File: src/rtl/core/lfcp_pkg.sv
// Shared constants, types and helper functions of the lidar frame parser.
package lfcp_pkg;

    localparam int FRAME_BYTES = 47;
    localparam int CRC_BYTES   = FRAME_BYTES - 1;
    localparam int POINTS      = 12;
    localparam int DIST_BASE   = 6;
    localparam int DIST_STRIDE = 3;
    localparam int POS_TEMP    = 2;
    localparam int POS_START   = 4;
    localparam int POS_END     = 42;
    localparam int POS_TIME    = 44;

    localparam int WIN_AW    = 6;
    localparam int WIN_DEPTH = 1 << WIN_AW;
    localparam int FILL_W    = 6;
    localparam int SUM_W     = 20;
    localparam int CNT_W     = 4;
    localparam int QUEUE_DEPTH = 2;

    localparam logic [7:0] CRC_POLY      = 8'h4D;
    localparam logic [7:0] HEADER_RESET  = 8'd84;
    localparam logic [7:0] VERSION_RESET = 8'd44;

    localparam logic [7:0] CFG_HEADER  = 8'd0;
    localparam logic [7:0] CFG_VERSION = 8'd1;

    typedef struct packed {
        logic [7:0] data;
        logic       last;
    } lfcp_item_t;

    typedef struct packed {
        logic [15:0] mean_distance;
        logic [3:0]  valid_points;
        logic [15:0] scan_begin_angle;
        logic [15:0] scan_stop_angle;
        logic [15:0] sensor_temperature;
        logic [15:0] frame_time;
        logic [15:0] frame_count;
    } lfcp_result_t;

    function automatic logic [7:0] crc8_step(input logic [7:0] crc, input logic [7:0] b);
        logic [7:0] c;
        c = crc ^ b;
        for (int i = 0; i < 8; i++) begin
            if (c[7])
            begin
                c = {c[6:0], 1'b0} ^ CRC_POLY;
            end
            else
            begin
                c = {c[6:0], 1'b0};
            end
        end
        return c;
    endfunction

    function automatic logic is_point_low(input logic [FILL_W-1:0] idx);
        logic hit;
        hit = 1'b0;
        for (int k = 0; k < POINTS; k++) begin
            if (idx == FILL_W'(DIST_BASE + DIST_STRIDE * k))
            begin
                hit = 1'b1;
            end
        end
        return hit;
    endfunction

    function automatic logic is_point_high(input logic [FILL_W-1:0] idx);
        logic hit;
        hit = 1'b0;
        for (int k = 0; k < POINTS; k++) begin
            if (idx == FILL_W'(DIST_BASE + DIST_STRIDE * k + 1))
            begin
                hit = 1'b1;
            end
        end
        return hit;
    endfunction

endpackage

File: src/rtl/core/lidar_frame_crc8_parser_core.sv
// Top level of the lidar frame parser: configuration registers, word queue and frame engine.
// A word that completes a 47-byte window with a matching header and version byte adds a CRC
// pass over the window memory (one byte read per cycle). A good frame then runs the mean
// division when any point is nonzero and posts the result; a failed check drops the header
// byte and rescans the remaining bytes. A two-word queue in front lets the link side keep
// delivering while a word is worked on, and the result register lets the next word proceed
// while a result waits; a second good frame stalls until the waiting result is taken.
// Configuration writes are accepted every cycle.
module lidar_frame_crc8_parser_core
    import lfcp_pkg::*;
(
    input  logic        clk,
    input  logic        rst_n,
    input  logic        cfg_valid,
    output logic        cfg_ready,
    input  logic [7:0]  cfg_index,
    input  logic [7:0]  cfg_data,
    input  logic        in_valid,
    output logic        in_ready,
    input  logic [7:0]  data_byte,
    input  logic        burst_last,
    output logic        out_valid,
    input  logic        out_ready,
    output logic [15:0] mean_distance,
    output logic [3:0]  valid_points,
    output logic [15:0] scan_begin_angle,
    output logic [15:0] scan_stop_angle,
    output logic [15:0] sensor_temperature,
    output logic [15:0] frame_time,
    output logic [15:0] frame_count
);

    logic [7:0]   header_reg;
    logic [7:0]   version_reg;
    lfcp_item_t   in_item;
    lfcp_item_t   q_item;
    logic         q_valid;
    logic         q_ready;
    lfcp_result_t result;

    assign cfg_ready    = 1'b1;
    assign in_item.data = data_byte;
    assign in_item.last = burst_last;

    always_ff @(posedge clk or negedge rst_n)
    begin
        if (!rst_n)
        begin
            header_reg  <= HEADER_RESET;
            version_reg <= VERSION_RESET;
        end
        else if (cfg_valid)
        begin
            case (cfg_index)
                CFG_HEADER:  header_reg  <= cfg_data;
                CFG_VERSION: version_reg <= cfg_data;
                default:     ;
            endcase
        end
    end

    lfcp_fifo u_fifo (
        .clk       (clk),
        .rst_n     (rst_n),
        .in_valid  (in_valid),
        .in_ready  (in_ready),
        .in_item   (in_item),
        .out_valid (q_valid),
        .out_ready (q_ready),
        .out_item  (q_item)
    );

    lfcp_engine u_engine (
        .clk          (clk),
        .rst_n        (rst_n),
        .header_byte  (header_reg),
        .version_byte (version_reg),
        .q_valid      (q_valid),
        .q_ready      (q_ready),
        .q_item       (q_item),
        .out_valid    (out_valid),
        .out_ready    (out_ready),
        .out_result   (result)
    );

    assign mean_distance      = result.mean_distance;
    assign valid_points       = result.valid_points;
    assign scan_begin_angle   = result.scan_begin_angle;
    assign scan_stop_angle    = result.scan_stop_angle;
    assign sensor_temperature = result.sensor_temperature;
    assign frame_time         = result.frame_time;
    assign frame_count        = result.frame_count;

endmodule

File: src/rtl/core/lfcp_ram.sv
// Generic single-write, single-read RAM with registered read data.
module lfcp_ram #(
    parameter int WIDTH = 8,
    parameter int DEPTH = 64
) (
    input  logic                     clk,
    input  logic                     we,
    input  logic [$clog2(DEPTH)-1:0] waddr,
    input  logic [WIDTH-1:0]         wdata,
    input  logic [$clog2(DEPTH)-1:0] raddr,
    output logic [WIDTH-1:0]         rdata
);

    logic [WIDTH-1:0] mem [DEPTH];

    always_ff @(posedge clk)
    begin
        if (we)
        begin
            mem[waddr] <= wdata;
        end
        rdata <= mem[raddr];
    end

endmodule

File: src/rtl/core/lfcp_fifo.sv
// Front queue that takes received words and hands them to the frame engine.
module lfcp_fifo
    import lfcp_pkg::*;
(
    input  logic       clk,
    input  logic       rst_n,
    input  logic       in_valid,
    output logic       in_ready,
    input  lfcp_item_t in_item,
    output logic       out_valid,
    input  logic       out_ready,
    output lfcp_item_t out_item
);

    lfcp_item_t entry_reg [QUEUE_DEPTH];
    logic       wr_ptr_reg;
    logic       rd_ptr_reg;
    logic [1:0] count_reg;
    logic       push;
    logic       pop;

    assign in_ready  = (count_reg != 2'(QUEUE_DEPTH));
    assign out_valid = (count_reg != 2'd0);
    assign out_item  = entry_reg[rd_ptr_reg];
    assign push      = in_valid && in_ready;
    assign pop       = out_valid && out_ready;

    always_ff @(posedge clk)
    begin
        if (push)
        begin
            entry_reg[wr_ptr_reg] <= in_item;
        end
    end

    always_ff @(posedge clk or negedge rst_n)
    begin
        if (!rst_n)
        begin
            wr_ptr_reg <= 1'b0;
            rd_ptr_reg <= 1'b0;
            count_reg  <= 2'd0;
        end
        else
        begin
            if (push)
            begin
                wr_ptr_reg <= ~wr_ptr_reg;
            end
            if (pop)
            begin
                rd_ptr_reg <= ~rd_ptr_reg;
            end
            if (push && !pop)
            begin
                count_reg <= count_reg + 2'd1;
            end
            else if (pop && !push)
            begin
                count_reg <= count_reg - 2'd1;
            end
        end
    end

    a_count_bound: assert property (@(posedge clk) disable iff (!rst_n)
        count_reg <= 2'(QUEUE_DEPTH))
        else $error("Queue count exceeds its depth.");

endmodule

File: src/rtl/core/lfcp_div.sv
// Restoring divider, one quotient bit per cycle, for the mean distance.
module lfcp_div
    import lfcp_pkg::*;
(
    input  logic             clk,
    input  logic             rst_n,
    input  logic             start,
    input  logic [SUM_W-1:0] dividend,
    input  logic [CNT_W-1:0] divisor,
    output logic             done,
    output logic [SUM_W-1:0] quotient
);

    logic [SUM_W-1:0] quo_reg;
    logic [CNT_W-1:0] rem_reg;
    logic [CNT_W-1:0] div_reg;
    logic [4:0]       step_reg;
    logic             busy_reg;
    logic             done_reg;
    logic [CNT_W:0]   trial;
    logic             fits;

    assign trial    = {rem_reg, quo_reg[SUM_W-1]};
    assign fits     = (trial >= {1'b0, div_reg});
    assign done     = done_reg;
    assign quotient = quo_reg;

    always_ff @(posedge clk or negedge rst_n)
    begin
        if (!rst_n)
        begin
            quo_reg  <= '0;
            rem_reg  <= '0;
            div_reg  <= '0;
            step_reg <= '0;
            busy_reg <= 1'b0;
            done_reg <= 1'b0;
        end
        else
        begin
            done_reg <= 1'b0;
            if (start)
            begin
                quo_reg  <= dividend;
                rem_reg  <= '0;
                div_reg  <= divisor;
                step_reg <= '0;
                busy_reg <= 1'b1;
            end
            else if (busy_reg)
            begin
                if (fits)
                begin
                    rem_reg <= CNT_W'(trial - {1'b0, div_reg});
                end
                else
                begin
                    rem_reg <= trial[CNT_W-1:0];
                end
                quo_reg  <= {quo_reg[SUM_W-2:0], fits};
                step_reg <= step_reg + 5'd1;
                if (step_reg == 5'(SUM_W - 1))
                begin
                    busy_reg <= 1'b0;
                    done_reg <= 1'b1;
                end
            end
        end
    end

endmodule

File: src/rtl/core/lfcp_engine.sv
// Back end: frame window, header search, CRC check, field capture and result register.
module lfcp_engine
    import lfcp_pkg::*;
(
    input  logic         clk,
    input  logic         rst_n,
    input  logic [7:0]   header_byte,
    input  logic [7:0]   version_byte,
    input  logic         q_valid,
    output logic         q_ready,
    input  lfcp_item_t   q_item,
    output logic         out_valid,
    input  logic         out_ready,
    output lfcp_result_t out_result
);

    typedef enum logic [2:0] {
        S_IDLE,
        S_CHECK,
        S_HDR,
        S_VER,
        S_CRC,
        S_DIV,
        S_EMIT,
        S_FINISH
    } state_t;

    state_t              state_reg;
    logic [WIN_AW-1:0]   head_reg;
    logic [FILL_W-1:0]   fill_reg;
    logic [FILL_W-1:0]   idx_reg;
    logic [7:0]          crc_reg;
    logic [7:0]          lo_reg;
    logic [SUM_W-1:0]    sum_reg;
    logic [CNT_W-1:0]    cnt_reg;
    logic [15:0]         temp_reg;
    logic [15:0]         start_reg;
    logic [15:0]         end_reg;
    logic [15:0]         time_reg;
    logic [15:0]         held_reg;
    logic [15:0]         frames_reg;
    logic                last_reg;
    logic                out_valid_reg;
    lfcp_result_t        result_reg;
    logic                div_start_reg;

    logic                win_we;
    logic [WIN_AW-1:0]   win_waddr;
    logic [WIN_AW-1:0]   win_raddr;
    logic [7:0]          win_rdata;
    logic                div_done;
    logic [SUM_W-1:0]    div_quotient;
    logic [15:0]         pt_dist;
    logic                window_full;
    logic                emit_fire;

    assign q_ready     = (state_reg == S_IDLE);
    assign window_full = (fill_reg == FILL_W'(FRAME_BYTES));
    assign win_we      = (state_reg == S_IDLE) && q_valid && !window_full;
    assign win_waddr   = head_reg + WIN_AW'(fill_reg);
    assign pt_dist     = {win_rdata, lo_reg};
    assign emit_fire   = (state_reg == S_EMIT) && (!out_valid_reg || out_ready);
    assign out_valid   = out_valid_reg;
    assign out_result  = result_reg;

    always_comb
    begin
        unique case (state_reg)
            S_HDR:   win_raddr = head_reg + WIN_AW'(1);
            S_CRC:   win_raddr = head_reg + WIN_AW'(idx_reg) + WIN_AW'(1);
            default: win_raddr = head_reg;
        endcase
    end

    lfcp_ram #(
        .WIDTH (8),
        .DEPTH (WIN_DEPTH)
    ) u_window (
        .clk   (clk),
        .we    (win_we),
        .waddr (win_waddr),
        .wdata (q_item.data),
        .raddr (win_raddr),
        .rdata (win_rdata)
    );

    lfcp_div u_div (
        .clk      (clk),
        .rst_n    (rst_n),
        .start    (div_start_reg),
        .dividend (sum_reg),
        .divisor  (cnt_reg),
        .done     (div_done),
        .quotient (div_quotient)
    );

    always_ff @(posedge clk or negedge rst_n)
    begin
        if (!rst_n)
        begin
            state_reg     <= S_IDLE;
            head_reg      <= '0;
            fill_reg      <= '0;
            idx_reg       <= '0;
            crc_reg       <= '0;
            lo_reg        <= '0;
            sum_reg       <= '0;
            cnt_reg       <= '0;
            temp_reg      <= '0;
            start_reg     <= '0;
            end_reg       <= '0;
            time_reg      <= '0;
            held_reg      <= '0;
            frames_reg    <= '0;
            last_reg      <= 1'b0;
            out_valid_reg <= 1'b0;
            result_reg    <= '0;
            div_start_reg <= 1'b0;
        end
        else
        begin
            div_start_reg <= 1'b0;
            if (emit_fire)
            begin
                out_valid_reg <= 1'b1;
            end
            else if (out_valid_reg && out_ready)
            begin
                out_valid_reg <= 1'b0;
            end
            unique case (state_reg)
                S_IDLE:
                begin
                    if (q_valid)
                    begin
                        if (!window_full)
                        begin
                            fill_reg <= fill_reg + FILL_W'(1);
                        end
                        last_reg  <= q_item.last;
                        state_reg <= S_CHECK;
                    end
                end
                S_CHECK:
                begin
                    if (fill_reg == '0)
                    begin
                        state_reg <= S_FINISH;
                    end
                    else
                    begin
                        state_reg <= S_HDR;
                    end
                end
                S_HDR:
                begin
                    if (win_rdata != header_byte)
                    begin
                        head_reg  <= head_reg + WIN_AW'(1);
                        fill_reg  <= fill_reg - FILL_W'(1);
                        state_reg <= S_CHECK;
                    end
                    else if (fill_reg < FILL_W'(2))
                    begin
                        state_reg <= S_FINISH;
                    end
                    else
                    begin
                        state_reg <= S_VER;
                    end
                end
                S_VER:
                begin
                    if (win_rdata != version_byte)
                    begin
                        head_reg  <= head_reg + WIN_AW'(1);
                        fill_reg  <= fill_reg - FILL_W'(1);
                        state_reg <= S_CHECK;
                    end
                    else if (!window_full)
                    begin
                        state_reg <= S_FINISH;
                    end
                    else
                    begin
                        idx_reg   <= '0;
                        crc_reg   <= '0;
                        sum_reg   <= '0;
                        cnt_reg   <= '0;
                        state_reg <= S_CRC;
                    end
                end
                S_CRC:
                begin
                    if (idx_reg != FILL_W'(CRC_BYTES))
                    begin
                        crc_reg <= crc8_step(crc_reg, win_rdata);
                        idx_reg <= idx_reg + FILL_W'(1);
                        case (idx_reg)
                            FILL_W'(POS_TEMP):      temp_reg[7:0]   <= win_rdata;
                            FILL_W'(POS_TEMP + 1):  temp_reg[15:8]  <= win_rdata;
                            FILL_W'(POS_START):     start_reg[7:0]  <= win_rdata;
                            FILL_W'(POS_START + 1): start_reg[15:8] <= win_rdata;
                            FILL_W'(POS_END):       end_reg[7:0]    <= win_rdata;
                            FILL_W'(POS_END + 1):   end_reg[15:8]   <= win_rdata;
                            FILL_W'(POS_TIME):      time_reg[7:0]   <= win_rdata;
                            FILL_W'(POS_TIME + 1):  time_reg[15:8]  <= win_rdata;
                            default:                ;
                        endcase
                        if (is_point_low(idx_reg))
                        begin
                            lo_reg <= win_rdata;
                        end
                        if (is_point_high(idx_reg) && (pt_dist != '0))
                        begin
                            sum_reg <= sum_reg + SUM_W'(pt_dist);
                            cnt_reg <= cnt_reg + CNT_W'(1);
                        end
                    end
                    else if (crc_reg == win_rdata)
                    begin
                        if (cnt_reg != '0)
                        begin
                            div_start_reg <= 1'b1;
                            state_reg     <= S_DIV;
                        end
                        else
                        begin
                            state_reg <= S_EMIT;
                        end
                    end
                    else
                    begin
                        head_reg  <= head_reg + WIN_AW'(1);
                        fill_reg  <= fill_reg - FILL_W'(1);
                        state_reg <= S_CHECK;
                    end
                end
                S_DIV:
                begin
                    if (div_done)
                    begin
                        held_reg  <= div_quotient[15:0];
                        state_reg <= S_EMIT;
                    end
                end
                S_EMIT:
                begin
                    if (emit_fire)
                    begin
                        result_reg.mean_distance      <= held_reg;
                        result_reg.valid_points       <= cnt_reg;
                        result_reg.scan_begin_angle   <= start_reg;
                        result_reg.scan_stop_angle    <= end_reg;
                        result_reg.sensor_temperature <= temp_reg;
                        result_reg.frame_time         <= time_reg;
                        result_reg.frame_count        <= frames_reg + 16'd1;
                        frames_reg    <= frames_reg + 16'd1;
                        fill_reg      <= '0;
                        state_reg     <= S_FINISH;
                    end
                end
                S_FINISH:
                begin
                    if (last_reg)
                    begin
                        fill_reg <= '0;
                    end
                    state_reg <= S_IDLE;
                end
                default:
                begin
                    state_reg <= S_IDLE;
                end
            endcase
        end
    end

    a_fill_bound: assert property (@(posedge clk) disable iff (!rst_n)
        fill_reg <= FILL_W'(FRAME_BYTES))
        else $error("Window fill exceeds the frame length.");

    a_crc_full: assert property (@(posedge clk) disable iff (!rst_n)
        (state_reg == S_CRC) |-> window_full)
        else $error("CRC pass running on a window that is not full.");

    a_div_done: assert property (@(posedge clk) disable iff (!rst_n)
        div_done |-> (state_reg == S_DIV))
        else $error("Divider finished outside the divide state.");

endmodule
File: config.mk
export PLATFORM = sky130hd
export DESIGN_NAME = lidar_frame_crc8_parser_core
export DESIGN_NICKNAME = d
export VERILOG_FILES = /design/src/rtl/core/lfcp_pkg.sv /design/src/rtl/core/lidar_frame_crc8_parser_core.sv /design/src/rtl/core/lfcp_ram.sv /design/src/rtl/core/lfcp_fifo.sv /design/src/rtl/core/lfcp_div.sv /design/src/rtl/core/lfcp_engine.sv
export SDC_FILE = /design/constraint.sdc
export NUM_CORES = 1
export LEC_CHECK = 0
export ABC_AREA = 1
export BUFFER_PORTS_ARGS = -buffer_cell sky130_fd_sc_hd__buf_2
export CORE_MARGIN = 5
export CORE_UTILIZATION = 40
export DETAILED_ROUTE_END_ITERATION = 10
export PLACE_DENSITY = 0.69
export SLEW_MARGIN = 20
export SYNTH_ARGS = -nofsm -noshare
export SYNTH_HDL_FRONTEND = slang
export SYNTH_SLANG_ARGS = --single-unit
File: constraint.sdc
create_clock -name clk -period 2.6 [get_ports clk]
set_input_delay 0.13 -clock clk [delete_from_list [all_inputs] [get_ports clk]]
set_output_delay 0.13 -clock clk [all_outputs]
set_load 0.01 [all_outputs]
==> tab_implementation.tex <==
\begin{tabular}{lr}
\hline
Metric & Value \\
\hline
\multicolumn{2}{l}{\textbf{Status}} \\
Result of the run & finished clean \\
\multicolumn{2}{l}{\textbf{CTS}} \\
H-tree levels & 3 \\
Number of clock buffers inserted by TritonCTS & 87 \\
Cell at the root of the clock tree & clkbuf\_16 \\
Clock slew at reported path FFs & 0.06 ns \\
CTS tree & yes \\
Clk Latency, worst-skew pair & approximately 0.65 ns \\
Count of clock tree sinks & 837 \\
Maximum buffer depth of the clock tree & 3 \\
\multicolumn{2}{l}{\textbf{Yosys}} \\
Xor/xnor cell area share of the yosys netlist & 0.01679 \\
Net count of the mapped netlist & 4098 \\
Post-Synth Simple-Gate Area & 0.2207 \\
Top post-synthesis cells by area & edfxtp\_1, dfrtp\_1, nand2\_1 \\
Compound-Gate Fraction of Synth Area & 0.04343 \\
Post-synth design cell area & 0.03861 mm\^{}2 \\
Synthesized-area fraction occupied by adder cells & 0.01685 \\
Dominant combinational cell family by area after synthesis & simple AND/OR/NAND/NOR gates \\
Sequential cell area fraction in the yosys report & 0.6104 \\
Mean area per synthesized cell & 9.606 um\^{}2 \\
Number of storage elements in the synthesis netlist & 837 \\
Number of enable-type register cells in the synthesized netlist & 530 \\
Area leader, netlist & edfxtp\_1 \\
Predominant post-synthesis flop cell & edfxtp\_1 \\
Multiplexer share of the synthesized area & 0.002593 \\
Synthesis Warnings & 0 \\
Synth async-reset ratio & 0.3572 \\
Cell count after synthesis & 4019 \\
Synth unique cells & 53 \\
Top-area cell type share of the netlist area & 0.4123 \\
\multicolumn{2}{l}{\textbf{Detailed routing}} \\
Number of search-and-repair iterations in the first detailed-routing pass & 6 \\
Count of antenna-violating nets left after detailed routing & 0 \\
Routed wire length & 104700 um \\
Drt first-iter violations & 3037 \\
Number of vias per cell & 5.264 \\
DRC viols & 0 \\
Count of vias placed by the detailed router & 29800 \\
Wire length per cell & 18.50 um \\
\multicolumn{2}{l}{\textbf{Critical path}} \\
Critical path's top delay family & buffers and inverters \\
Ordered cell list for the critical path & buf\_6 > buf\_4 > fa\_2 > a21oi\_2 > o21bai\_1 > xor2\_1 > buf\_4 > nand3\_2 > buf\_8 > nor2\_1 > buf\_6 \\
Logic depth of the worst setup path including buffers & 11 \\
Worst Setup End Kind & flop \\
Depth of the worst register-to-register path & 11 \\
Worst path required time & 2.95 ns \\
Highest-delay cell along the critical path & dfrtp\_1 \\
Slowest Stage Delay on Critical Path & 0.40 ns \\
Worst Path Class, Setup & flop to flop \\
Arrival time at the worst endpoint & $\sim$3 ns \\
Critical path launch point type & flop \\
Critical Path Fanout Max & 8 \\
Worst path buffer plus inverter count & 5 \\
\multicolumn{2}{l}{\textbf{Die}} \\
I/O pin total & 133 \\
Starting utilization of the core area & 0.4010 \\
Number of placement rows & 114 \\
Die X-Extent & between 300 and 400 um \\
Placeable Area & 0.09628 mm\^{}2 \\
Area enclosed by the die boundary & approximately 0.10 mm\^{}2 \\
Vertical extent of the die & 320.7 um \\
\multicolumn{2}{l}{\textbf{Global route}} \\
Vias in the first global route & 28710 \\
Pin count of the biggest net entering global routing & a little under 90 \\
Gr usage total & 0.1971 \\
Residual overflow from global routing & 0 \\
Wire length of the first global-routing pass & between 150000 and 200000 um \\
Antenna violations before repair & 0 \\
\multicolumn{2}{l}{\textbf{Finish}} \\
Layout net count & 4397 \\
N\_diodes & 0 \\
Syn-to-layout area delta & 21.79\% \\
Final instance count without filler cells & 5661 \\
Fraction of final layout cells sized beyond drive strength 1 & 0.1745 \\
Most common cell after layout, fill and taps aside & nand2\_1 \\
Non-Filler Cell Area, Final & 0.04702 mm\^{}2 \\
Area of the multi-input gates & 0.01253 mm\^{}2 \\
Most frequent cells in the layout & nand2\_1, inv\_1, edfxtp\_1 \\
Fill cell instance count of the final layout & 8617 \\
Max FFs per register & 512 \\
Area taken by flip-flops and latches & 0.02357 mm\^{}2 \\
Reg with most FFs & u\_engine.u\_window.mem \\
\multicolumn{2}{l}{\textbf{STA}} \\
Fin crit share & 0.9917 \\
Clock period minus final worst setup slack & approximately 2.6 ns \\
Max Clock Freq & 0.3878 GHz \\
Max-slew headroom at the worst pin & 0.3623 \\
Count of endpoints failing hold in the final timing report & 0 \\
Unrepaired setup endpoints after global routing & yes \\
Max-slew violations & 0 \\
Final Setup Violations & 0 \\
Post-Route Skew & 0.02647 ns \\
Slew at the pin closest to its max-slew limit & approximately 0.96 ns \\
Sum of negative setup slack & 0 ns \\
\multicolumn{2}{l}{\textbf{Job}} \\
Max capacitance violation total & 0 \\
\multicolumn{2}{l}{\textbf{Placement}} \\
Placer congestion estimate & 0.9073 \\
Sum of net half-perimeters after detailed placement & 65110 um \\
Buffers added on ports & roughly 130 \\
Total instance count after detailed placement & 5451 \\
Placed Instance Area & 0.04229 mm\^{}2 \\
\multicolumn{2}{l}{\textbf{Power and ir drop}} \\
VDD IR max & 844.7 uV \\
Power per cell area & 1217 mW/mm\^{}2 \\
P\_leak & roughly 21 nW \\
Overall power of the completed layout & 57.23 mW \\
\multicolumn{2}{l}{\textbf{Worst hold path}} \\
Hold/Removal Path Class & input pin to asynchronous set/reset pin \\
\hline
\end{tabular}
-- Yosys cell counts (18+ instances only) --
library cell,instances
nand2_1,870
inv_1,626
edfxtp_1,530
nand3_1,517
dfrtp_1,293
nand4_1,233
nor2_1,198
o21ai_0,195
clkbuf_1,85
buf_2,81
a21oi_1,47
ha_1,44
xor2_1,44
buf_4,30
xnor2_1,30
o22ai_1,22
a31oi_1,18
-- worst reg2reg max path, cell delays in order, from the launching register on --
cell	delay (ns)
dfrtp_1	0.40
buf_6	0.14
buf_4	0.13
fa_2	0.39
a21oi_2	0.12
o21bai_1	0.08
xor2_1	0.21
buf_4	0.23
nand3_2	0.13
buf_8	0.17
nor2_1	0.14
buf_6	0.17
-- routing by layer --
metal	track usage	part of all wire
met4	0.06658	0.036
met1	0.2679	0.42
met5	0	0
met3	0.03401	0.079
met2	0.3229	0.47
-- layout make-up --
| cell class | count | share of cell area |
|---|---|---|
| multi-input combinational | 2332 | 0.2664 |
| inverter | 634 | 0.05112 |
| sequential | 837 | 0.5013 |
| timing repair buffer | 426 | 0.08656 |
| clock buffer | 117 | 0.05240 |
| tap | 1276 | 0.03396 |
| clock inverter | 39 | 0.008223 |
-- cell families (layout without fill, tap and decap cells) --
family / after synthesis / in the layout
buffers and inverters: 850 / 1216
muxes: 9 / 9
DFF: 837 / 837
xor gates and xnor gates: 74 / 74
and+or+nand+nor: 1886 / 1886
other: 1 / 1
AOI/OAI and AO/OA: 313 / 313
adders and majority gates: 49 / 49
-- power breakdown --
group | leakage [nW] | switching [mW] | internal (mW)
registers | 8.93 | 0.661 | 16.1
logic | 10.8 | 18.0 | 10.1
clock network | 1.40 | 5.25 | 7.17
total | 21.2 | 23.9 | 33.3
-- metrics by stage --
step / setup WS (ns) / hold slack, ns / util
after floorplan: -0.002479 / -0.1656 / -
final: 0.02145 / 0.08944 / 0.4884
after CTS: -0.001962 / 0.05873 / 0.4783
after global placement: -0.2434 / 0.1735 / 0.4392
after detailed placement: -0.2334 / 0.1767 / 0.4392
after global routing: -0.06450 / 0.1109 / 0.4884
-- repair_timing --
item,in CTS,in global routing
hold buffers,23,0
hold endpoints to repair,182,0
cloned,4,3
resized for setup,116,190
setup endpoints to repair,518,545
pin swaps,18,19
buffers inserted,12,12
-- path summary, 6_finish.rpt --
kind	start	endpoint	slack, ns
max in group asynchronous	rst_n	u_engine.out_result[86]$_DFFE_PN0P_	1.67
min	rst_n	u_engine.temp_reg[10]$_DFFE_PN0P_	0.09
min in group clk	cfg_index[7]	header_reg[6]$_DFFE_PN1P_	0.10
max	u_engine.head_reg[1]$_DFFE_PN0P_	u_engine.u_window.mem[32][2]$_DFFE_PP_	0.02
max reg2reg	u_engine.head_reg[1]$_DFFE_PN0P_	u_engine.u_window.mem[32][2]$_DFFE_PP_	0.02
min reg2reg	u_engine.end_reg[3]$_DFFE_PN0P_	u_engine.out_result[51]$_DFFE_PN0P_	0.46
No activity file was read; power rests on OpenSTA's default activity.
